## config.mk

```make
export PLATFORM = sky130hd
export DESIGN_NAME = text_terminal_with_color_escapes
export DESIGN_NICKNAME = d
export VERILOG_FILES = /design/src/hw/rtl/ttce_pkg.sv /design/src/hw/rtl/text_terminal_with_color_escapes.sv /design/src/hw/rtl/ttce_front.sv /design/src/hw/rtl/ttce_fifo.sv /design/src/hw/rtl/ttce_back.sv
export SDC_FILE = /design/constraint.sdc
export NUM_CORES = 1
export LEC_CHECK = 0
export BUFFER_PORTS_ARGS = -buffer_cell sky130_fd_sc_hd__buf_2
export CORE_ASPECT_RATIO = 0.9
export CORE_MARGIN = 5
export CORE_UTILIZATION = 49
export DETAILED_ROUTE_END_ITERATION = 12
export HOLD_SLACK_MARGIN = 0.03
export PLACE_DENSITY = 0.66
export SLEW_MARGIN = 10
export SYNTH_ARGS = -nofsm -noshare
export SYNTH_HDL_FRONTEND = slang
export SYNTH_SLANG_ARGS = --single-unit
```

## constraint.sdc

```tcl
create_clock -name clk -period 9.3 [get_ports clk]
set_clock_uncertainty 0.1 [all_clocks]
set_input_delay 0.465 -clock clk [delete_from_list [all_inputs] [get_ports clk]]
set_output_delay 0.465 -clock clk [all_outputs]
set_load 0.02 [all_outputs]
```

## src/hw/rtl/ttce_pkg.sv

```systemverilog
package ttce_pkg;

    localparam int CHAR_W       = 8;
    localparam int COLOR_W      = 8;
    localparam int CELL_INDEX_W = 11;
    localparam int OUT_DATA_W   = 32;
    localparam int QUEUE_DEPTH  = 4;
    localparam int QPTR_W       = $clog2(QUEUE_DEPTH);

    localparam logic [CHAR_W-1:0]  CH_DOLLAR  = 8'h24;
    localparam logic [CHAR_W-1:0]  CH_FG      = 8'h46;
    localparam logic [CHAR_W-1:0]  CH_BG      = 8'h42;
    localparam logic [CHAR_W-1:0]  CH_NEWLINE = 8'h0A;
    localparam logic [COLOR_W-1:0] COLOR_INIT = 8'h0F;

    // one cursor operation: a cell write, or a newline that only moves the cursor
    typedef struct packed {
        logic [CHAR_W-1:0]  glyph;
        logic [COLOR_W-1:0] color;
        logic               newline;
        logic               last;
    } op_t;

    typedef struct packed {
        logic empty;
        logic full;
    } q_status_t;

    function automatic logic is_hex(input logic [CHAR_W-1:0] c);
        logic r;
        r = ((c >= 8'h30) && (c <= 8'h39)) || ((c >= 8'h61) && (c <= 8'h66))
            || ((c >= 8'h41) && (c <= 8'h46));
        return r;
    endfunction

    function automatic logic [3:0] hex_val(input logic [CHAR_W-1:0] c);
        logic [CHAR_W-1:0] d;
        if ((c >= 8'h30) && (c <= 8'h39))
        begin
            d = c - 8'h30;
        end
        else if ((c >= 8'h61) && (c <= 8'h66))
        begin
            d = c - 8'h57;
        end
        else if ((c >= 8'h41) && (c <= 8'h46))
        begin
            d = c - 8'h37;
        end
        else
        begin
            d = '0;
        end
        return d[3:0];
    endfunction

endpackage

```

## src/hw/rtl/text_terminal_with_color_escapes.sv

```systemverilog
// Text terminal writer: takes one character byte per transaction (tlast marks the end of a
// string) and produces cell writes {cell_index, glyph, cell_color} for a screen of
// SCREEN_ROWS x SCREEN_COLUMNS, with tlast on the final write caused by each character.
// "$F<hex>" and "$B<hex>" set the foreground or background nibble; a broken escape is
// written out as text. Newline moves the cursor without a write. The front end takes one
// character per cycle, while the 4-entry queue is not full, when it yields at most one cursor
// operation; a broken escape yields up to three and holds the input until all are issued, one
// per cycle. The back end retires one operation (one cell write or one newline) per cycle, a
// cell write only while the output is not stalled, so a steady stream of printable characters
// runs at one transaction per cycle on both sides, passing through the queue and output register.
module text_terminal_with_color_escapes #(
    parameter int SCREEN_COLUMNS = 80,
    parameter int SCREEN_ROWS    = 25
) (
    input  logic                                clk,
    input  logic                                rst_n,
    input  logic                                s_tvalid,
    output logic                                s_tready,
    input  logic [ttce_pkg::CHAR_W-1:0]         s_tdata,   // [7:0] char_code
    input  logic                                s_tlast,   // end_of_string
    output logic                                m_tvalid,
    input  logic                                m_tready,
    output logic [ttce_pkg::OUT_DATA_W-1:0]     m_tdata,   // [10:0] cell_index,
                                                           // [18:11] glyph,
                                                           // [26:19] cell_color, rest 0
    output logic                                m_tlast    // last_write
);

    ttce_pkg::q_status_t q_status;
    ttce_pkg::op_t       push_data, head;
    logic                push, pop;

    ttce_front u_front (
        .clk      (clk),
        .rst_n    (rst_n),
        .s_tvalid (s_tvalid),
        .s_tready (s_tready),
        .s_tdata  (s_tdata),
        .s_tlast  (s_tlast),
        .q_status (q_status),
        .q_push   (push),
        .q_data   (push_data)
    );

    ttce_fifo u_fifo (
        .clk       (clk),
        .rst_n     (rst_n),
        .push      (push),
        .push_data (push_data),
        .pop       (pop),
        .head      (head),
        .status    (q_status)
    );

    ttce_back #(
        .SCREEN_COLUMNS (SCREEN_COLUMNS),
        .SCREEN_ROWS    (SCREEN_ROWS)
    ) u_back (
        .clk      (clk),
        .rst_n    (rst_n),
        .q_status (q_status),
        .q_head   (head),
        .q_pop    (pop),
        .m_tvalid (m_tvalid),
        .m_tready (m_tready),
        .m_tdata  (m_tdata),
        .m_tlast  (m_tlast)
    );

endmodule

```

## src/hw/rtl/ttce_front.sv

```systemverilog
module ttce_front (
    input  logic                                clk,
    input  logic                                rst_n,
    input  logic                                s_tvalid,
    output logic                                s_tready,
    input  logic [ttce_pkg::CHAR_W-1:0]         s_tdata,   // [7:0] char_code
    input  logic                                s_tlast,   // end_of_string
    input  ttce_pkg::q_status_t                 q_status,
    output logic                                q_push,
    output ttce_pkg::op_t                       q_data
);

    typedef enum logic [3:0] {
        ESC_IDLE   = 4'b0001,
        ESC_DOLLAR = 4'b0010,
        ESC_FG     = 4'b0100,
        ESC_BG     = 4'b1000
    } esc_state_t;

    esc_state_t                       phase_reg, phase_next;
    logic [ttce_pkg::COLOR_W-1:0]     color_reg, color_next;
    logic [2:0]                       pend_valid_reg, pend_valid_next;
    ttce_pkg::op_t                    pend_op_reg [3];
    ttce_pkg::op_t                    pend_op_next [3];

    logic                             accept;
    logic                             c_hex, c_fb, c_dollar, c_nl, plain_emit, plain_hold;
    logic [2:0]                       new_valid;
    logic [ttce_pkg::CHAR_W-1:0]      glyph1;
    logic                             w0, w1, w2;
    ttce_pkg::op_t                    new_op [3];
    logic [2:0]                       sel_valid, sel_low;
    ttce_pkg::op_t                    sel_op [3];

    assign s_tready = (pend_valid_reg == 3'b000) && !q_status.full;
    assign accept   = s_tvalid && s_tready;

    assign c_hex      = ttce_pkg::is_hex(s_tdata);
    assign c_fb       = (s_tdata == ttce_pkg::CH_FG) || (s_tdata == ttce_pkg::CH_BG);
    assign c_dollar   = (s_tdata == ttce_pkg::CH_DOLLAR);
    assign c_nl       = (s_tdata == ttce_pkg::CH_NEWLINE);
    assign plain_hold = c_dollar && !s_tlast;
    assign plain_emit = !plain_hold;

    // slot 0 is a held '$', slot 1 a held letter, slot 2 the new character
    always_comb
    begin
        new_valid  = 3'b000;
        glyph1     = ttce_pkg::CH_FG;
        phase_next = phase_reg;
        color_next = color_reg;
        case (phase_reg)
            ESC_IDLE:
            begin
                new_valid[2] = plain_emit;
                phase_next   = plain_hold ? ESC_DOLLAR : ESC_IDLE;
            end
            ESC_DOLLAR:
            begin
                if (c_fb && s_tlast)
                begin
                    new_valid[1:0] = 2'b11;
                    glyph1         = s_tdata;
                    phase_next     = ESC_IDLE;
                end
                else if (c_fb)
                begin
                    phase_next = (s_tdata == ttce_pkg::CH_FG) ? ESC_FG : ESC_BG;
                end
                else
                begin
                    new_valid[0] = 1'b1;
                    new_valid[2] = plain_emit;
                    phase_next   = plain_hold ? ESC_DOLLAR : ESC_IDLE;
                end
            end
            ESC_FG, ESC_BG:
            begin
                if (c_hex)
                begin
                    if (phase_reg == ESC_FG)
                    begin
                        color_next = {color_reg[7:4], ttce_pkg::hex_val(s_tdata)};
                    end
                    else
                    begin
                        color_next = {ttce_pkg::hex_val(s_tdata), color_reg[3:0]};
                    end
                    phase_next = ESC_IDLE;
                end
                else
                begin
                    new_valid  = {plain_emit, 2'b11};
                    glyph1     = (phase_reg == ESC_FG) ? ttce_pkg::CH_FG : ttce_pkg::CH_BG;
                    phase_next = plain_hold ? ESC_DOLLAR : ESC_IDLE;
                end
            end
            default:
            begin
                phase_next = ESC_IDLE;
            end
        endcase
    end

    // tlast goes on the final slot that actually writes a cell
    assign w0 = new_valid[0];
    assign w1 = new_valid[1];
    assign w2 = new_valid[2] && !c_nl;

    always_comb
    begin
        new_op[0] = '{glyph: ttce_pkg::CH_DOLLAR, color: color_reg, newline: 1'b0,
                      last: w0 && !w1 && !w2};
        new_op[1] = '{glyph: glyph1, color: color_reg, newline: 1'b0, last: w1 && !w2};
        new_op[2] = '{glyph: s_tdata, color: color_reg, newline: c_nl, last: w2};
    end

    always_comb
    begin
        if (accept)
        begin
            sel_valid = new_valid;
            sel_op    = new_op;
        end
        else
        begin
            sel_valid = pend_valid_reg;
            sel_op    = pend_op_reg;
        end
        sel_low = sel_valid & (~sel_valid + 3'b001);
    end

    assign q_push = (sel_valid != 3'b000) && !q_status.full;

    always_comb
    begin
        q_data = sel_op[2];
        if (sel_low[0])
        begin
            q_data = sel_op[0];
        end
        else if (sel_low[1])
        begin
            q_data = sel_op[1];
        end
    end

    always_comb
    begin
        pend_valid_next = pend_valid_reg;
        pend_op_next    = pend_op_reg;
        if (q_push)
        begin
            pend_valid_next = sel_valid & ~sel_low;
            pend_op_next    = sel_op;
        end
    end

    always_ff @(posedge clk or negedge rst_n)
    begin
        if (!rst_n)
        begin
            phase_reg      <= ESC_IDLE;
            color_reg      <= ttce_pkg::COLOR_INIT;
            pend_valid_reg <= 3'b000;
        end
        else
        begin
            if (accept)
            begin
                phase_reg <= phase_next;
                color_reg <= color_next;
            end
            pend_valid_reg <= pend_valid_next;
        end
    end

    always_ff @(posedge clk)
    begin
        pend_op_reg <= pend_op_next;
    end

endmodule

```

## src/hw/rtl/ttce_fifo.sv

```systemverilog
module ttce_fifo (
    input  logic                clk,
    input  logic                rst_n,
    input  logic                push,
    input  ttce_pkg::op_t       push_data,
    input  logic                pop,
    output ttce_pkg::op_t       head,
    output ttce_pkg::q_status_t status
);

    ttce_pkg::op_t                  mem_reg [ttce_pkg::QUEUE_DEPTH];
    logic [ttce_pkg::QPTR_W-1:0]    wr_ptr_reg, rd_ptr_reg;
    logic [ttce_pkg::QPTR_W:0]      count_reg, count_next;

    assign head         = mem_reg[rd_ptr_reg];
    assign status.empty = (count_reg == '0);
    assign status.full  = (count_reg == (ttce_pkg::QPTR_W+1)'(ttce_pkg::QUEUE_DEPTH));

    always_comb
    begin
        count_next = count_reg;
        if (push && !pop)
        begin
            count_next = count_reg + 1'b1;
        end
        else if (pop && !push)
        begin
            count_next = count_reg - 1'b1;
        end
    end

    always_ff @(posedge clk or negedge rst_n)
    begin
        if (!rst_n)
        begin
            wr_ptr_reg <= '0;
            rd_ptr_reg <= '0;
            count_reg  <= '0;
        end
        else
        begin
            if (push)
            begin
                wr_ptr_reg <= wr_ptr_reg + 1'b1;
            end
            if (pop)
            begin
                rd_ptr_reg <= rd_ptr_reg + 1'b1;
            end
            count_reg <= count_next;
        end
    end

    always_ff @(posedge clk)
    begin
        if (push)
        begin
            mem_reg[wr_ptr_reg] <= push_data;
        end
    end

endmodule

```

## src/hw/rtl/ttce_back.sv

```systemverilog
module ttce_back #(
    parameter int SCREEN_COLUMNS = 80,
    parameter int SCREEN_ROWS    = 25
) (
    input  logic                                clk,
    input  logic                                rst_n,
    input  ttce_pkg::q_status_t                 q_status,
    input  ttce_pkg::op_t                       q_head,
    output logic                                q_pop,
    output logic                                m_tvalid,
    input  logic                                m_tready,
    output logic [ttce_pkg::OUT_DATA_W-1:0]     m_tdata,
    output logic                                m_tlast
);

    localparam int COL_W   = (SCREEN_COLUMNS > 2) ? $clog2(SCREEN_COLUMNS) : 1;
    localparam int ROW_W   = (SCREEN_ROWS > 2) ? $clog2(SCREEN_ROWS) : 1;
    localparam int CELLS_W = $clog2(SCREEN_ROWS * SCREEN_COLUMNS);
    localparam int BASE_W  = (CELLS_W > ttce_pkg::CELL_INDEX_W) ? CELLS_W
                                                                  : ttce_pkg::CELL_INDEX_W;
    localparam int PAD_W   = ttce_pkg::OUT_DATA_W - ttce_pkg::CELL_INDEX_W
                             - ttce_pkg::CHAR_W - ttce_pkg::COLOR_W;

    logic [COL_W-1:0]                   col_reg, col_next;
    logic [ROW_W-1:0]                   row_reg, row_next;
    logic [BASE_W-1:0]                  base_reg, base_next;
    logic                               valid_reg;
    logic [ttce_pkg::CELL_INDEX_W-1:0]  index_reg;
    logic [ttce_pkg::CHAR_W-1:0]        glyph_reg;
    logic [ttce_pkg::COLOR_W-1:0]       color_reg;
    logic                               last_reg;

    logic                               out_free, load, advance_row;
    logic [BASE_W-1:0]                  cell_sum;

    assign out_free = !valid_reg || m_tready;
    assign q_pop    = !q_status.empty && (q_head.newline || out_free);
    assign load     = q_pop && !q_head.newline;
    assign cell_sum = base_reg + BASE_W'(col_reg);

    assign advance_row = q_head.newline || (col_reg == COL_W'(SCREEN_COLUMNS - 1));

    always_comb
    begin
        col_next  = col_reg;
        row_next  = row_reg;
        base_next = base_reg;
        if (q_pop)
        begin
            if (advance_row)
            begin
                col_next = '0;
                if (row_reg == ROW_W'(SCREEN_ROWS - 1))
                begin
                    row_next  = '0;
                    base_next = '0;
                end
                else
                begin
                    row_next  = row_reg + 1'b1;
                    base_next = base_reg + BASE_W'(SCREEN_COLUMNS);
                end
            end
            else
            begin
                col_next = col_reg + 1'b1;
            end
        end
    end

    always_ff @(posedge clk or negedge rst_n)
    begin
        if (!rst_n)
        begin
            col_reg   <= '0;
            row_reg   <= '0;
            base_reg  <= '0;
            valid_reg <= 1'b0;
        end
        else
        begin
            col_reg  <= col_next;
            row_reg  <= row_next;
            base_reg <= base_next;
            if (load)
            begin
                valid_reg <= 1'b1;
            end
            else if (m_tready)
            begin
                valid_reg <= 1'b0;
            end
        end
    end

    always_ff @(posedge clk)
    begin
        if (load)
        begin
            index_reg <= cell_sum[ttce_pkg::CELL_INDEX_W-1:0];
            glyph_reg <= q_head.glyph;
            color_reg <= q_head.color;
            last_reg  <= q_head.last;
        end
    end

    assign m_tvalid = valid_reg;
    assign m_tdata  = {{PAD_W{1'b0}}, color_reg, glyph_reg, index_reg};
    assign m_tlast  = last_reg;

endmodule

```

==> run summary <==
status -> completed
main combinational cell family by area after synthesis -> simple AND/OR/NAND/NOR gates
root buffer cell -> clkbuf_16
RSZ-0062 raised after global routing -> false
htree depth -> 4
Placeable Area -> 0.01555 mm2
Placement Cell Area -> 0.008199 mm2
GP Congestion -> 0.8670
Synth Register Bits -> 177
Area Overhead vs Synth -> 12.52%
wire length on met2 -> 6.952 mm
GRT overflow -> 0
post-CTS sizing -> 0
power per standard cell area -> 341.9 mW/mm2
worst setup path class -> reg2reg
Metal-1 WL -> 6.842 mm
final core occ -> 56.55%
type of destination of the critical path -> flop
initial antenna violation count -> 0
Synth warnings -> 0
Worst EP arrival -> 3.93 ns
Synth Flop Type -> edfxtp_1
drc violations -> 0
final setup TNS -> 0 ns
hold_buf cts -> 0
final wirelength -> 14.85 mm
Final Hold Viols -> 0
Commonest cells post-synth -> 136 x edfxtp_1, 103 x nand2_1, 39 x o21ai_0, 36 x dfrtp_1, 28 x nor2_1
via count -> 4,598
critical path peak fanout -> 27
Post-Synth Adder-Cell Area -> 2.978%
Initial Util -> 50.25%
Final Cycle Share -> 39.63%
number of synthesized flops with an enable pin -> 136
DIE WIDTH -> 143.1 um
largest net degree at the start of global routing -> 42
Hold WC Path Type -> in2async
normalized max-slew margin -> 34.25%
later-pin clock latency in the skew report -> 0.43 ns
post-synthesis cell area -> 0.007814 mm2
design area -> 0.008792 mm2
dpl cells -> 804
Max Buffers Root-to-Sink -> 2
setup bufs post-CTS -> 0
Max Slew Vio Count -> 0
biggest area consumer among synthesized cells -> edfxtp_1
row cnt -> 43
antenna viol nets, final -> 0
TritonCTS clock tree -> done
max layer used -> met4
f_max -> 271.4 MHz
Synth Area in Simple Gates -> 13.00%
Nets -> 652
metal3 WL -> 768 um
top-count cell post-synth -> edfxtp_1
worst vdd ir -> 0.1967 mV
Vias/cell -> 5.500
Antenna Diode Count -> 0
IO buf count -> 42
DP HPWL -> 10.19 mm
Period minus WS final -> 3.685 ns
Synth cell types -> 59
Max Cap Viol -> 0
Setup violations, final -> 0
Mean Syn Cell Area -> 13.43 um2
measured slew at the worst slew-check pin -> 0.9862 ns
Total Routing Usage GR -> 17.05%
FF-to-FF setup slack -> 5.61 ns
Synth async-reset ratio -> 23.16%
Post-Syn Instances -> 582
die area -> 0.01858 mm2
drt first pass iters -> 6
cells taking the most area after synthesis -> edfxtp_1 52%, dfrtp_1 12%, mux4_2 5.2%, nand2_1 4.9%, ha_1 2.7%
Post-Layout Cell Count -> 836
Synth Area in Compound Gates -> 7.622%
Largest register FFs -> 72
xor/xnor share of the synthesized area -> 1.681%
die height -> 129.8 um
Static Leakage -> 3.365 nW
multiplexer area fraction after synthesis -> 6.821%
sequential fraction of the synthesis area -> 65.48%
Sink Count -> 177
Iter 0 DRT Violations -> 375
Setup crit start kind -> flop
CTS buffer count -> 17
first-pass GRT wire length -> 24.13 mm
Yosys top cell area share -> 52.27%
Clk pin slew, worst setup/hold paths -> 0.07 ns
vias in the first global route -> 4,615
share of cells above drive strength 1 -> 20.35%
routed length per instance -> 17.76 um
io pins -> 48
CP required -> 9.55 ns
## layer usage
| metal | track usage [%] | up-vias |
|---|---|---|
| met3 | 4.617 | 19 |
| met5 | 0 | - |
| met4 | 5.534 | 0 |
| met1 | 23.53 | 2279 |
| li1 | - | 2196 |
| met2 | 26.63 | 104 |
## critical path: stages, from the launching register on
cell	delay, ns
dfrtp_1	0.71
nor3b_1	0.37
nand2b_1	0.41
or2_2	0.49
nand2b_2	0.11
a21oi_4	0.06
a21oi_4	0.26
ha_1	0.23
inv_1	0.07
fa_1	0.37
xor2_1	0.17
nor2_1	0.11
xor2_1	0.14
## stage by stage
step,power [mW],worst slack [ns],hold slack [ns]
6_report,3.006,5.615,0.08519
2_1_floorplan,2.040,5.633,0.06941
3_5_place_dp,2.328,5.642,0.3973
3_3_place_gp,2.284,5.737,0.3921
4_1_cts,3.042,5.637,0.1002
5_1_grt,3.192,5.351,0.1621
## layout make-up
class | instances | area, um2
tap | 202 | 252.7
inverter | 12 | 45.04
multi-input combinational | 366 | 2537
clock buffer | 19 | 452.9
fill | 1260 | 6756
sequential | 177 | 5116
timing repair buffer | 47 | 247.7
clock inverter | 13 | 140.1
## layout by cell type (no fill, tap or decap), types with 14 or more instances in the layout
master / n
buf_2: 42
edfxtp_1: 136
nor2_1: 27
ha_1: 17
o21ai_0: 39
clkbuf_16: 17
mux4_2: 18
nor3_1: 14
dfrtp_1: 36
nand2_1: 103
## cells by family after synthesis
| logic type | count (synthesis) |
|---|---|
| xor+xnor | 15 |
| fa+ha+maj | 18 |
| flops | 177 |
| mux | 29 |
| buf+inv | 43 |
| compound gates | 90 |
| other cells | 1 |
| simple gates | 209 |
## power breakdown
part | switching, mW | internal, mW
Sequential | 0.136 | 1.27
Combinational | 0.570 | 0.327
Clock | 0.311 | 0.394
## worst paths after layout
| path | endpoint | depth (start not counted) | start |
|---|---|---|---|
| max | u_fifo.count_reg[2]$_DFFE_PN0P_ | 12 | u_front.pend_valid_reg[1]$_DFFE_PN0P_ |
| min | u_front.color_reg[6]$_DFFE_PN0P_ | 1 | rst_n |
| max reg2reg | u_fifo.count_reg[2]$_DFFE_PN0P_ | 12 | u_front.pend_valid_reg[1]$_DFFE_PN0P_ |
| min reg2reg | u_front.color_reg[3]$_DFFE_PN1P_ | 2 | u_front.color_reg[3]$_DFFE_PN1P_ |
| max in group asynchronous | u_back.col_reg[5]$_DFFE_PN0P_ | 1 | rst_n |
| min in group clk | u_front.phase_reg[3]$_DFFE_PN0P_ | 2 | s_tlast |
Note: power is estimated with default switching activity, not from simulation.
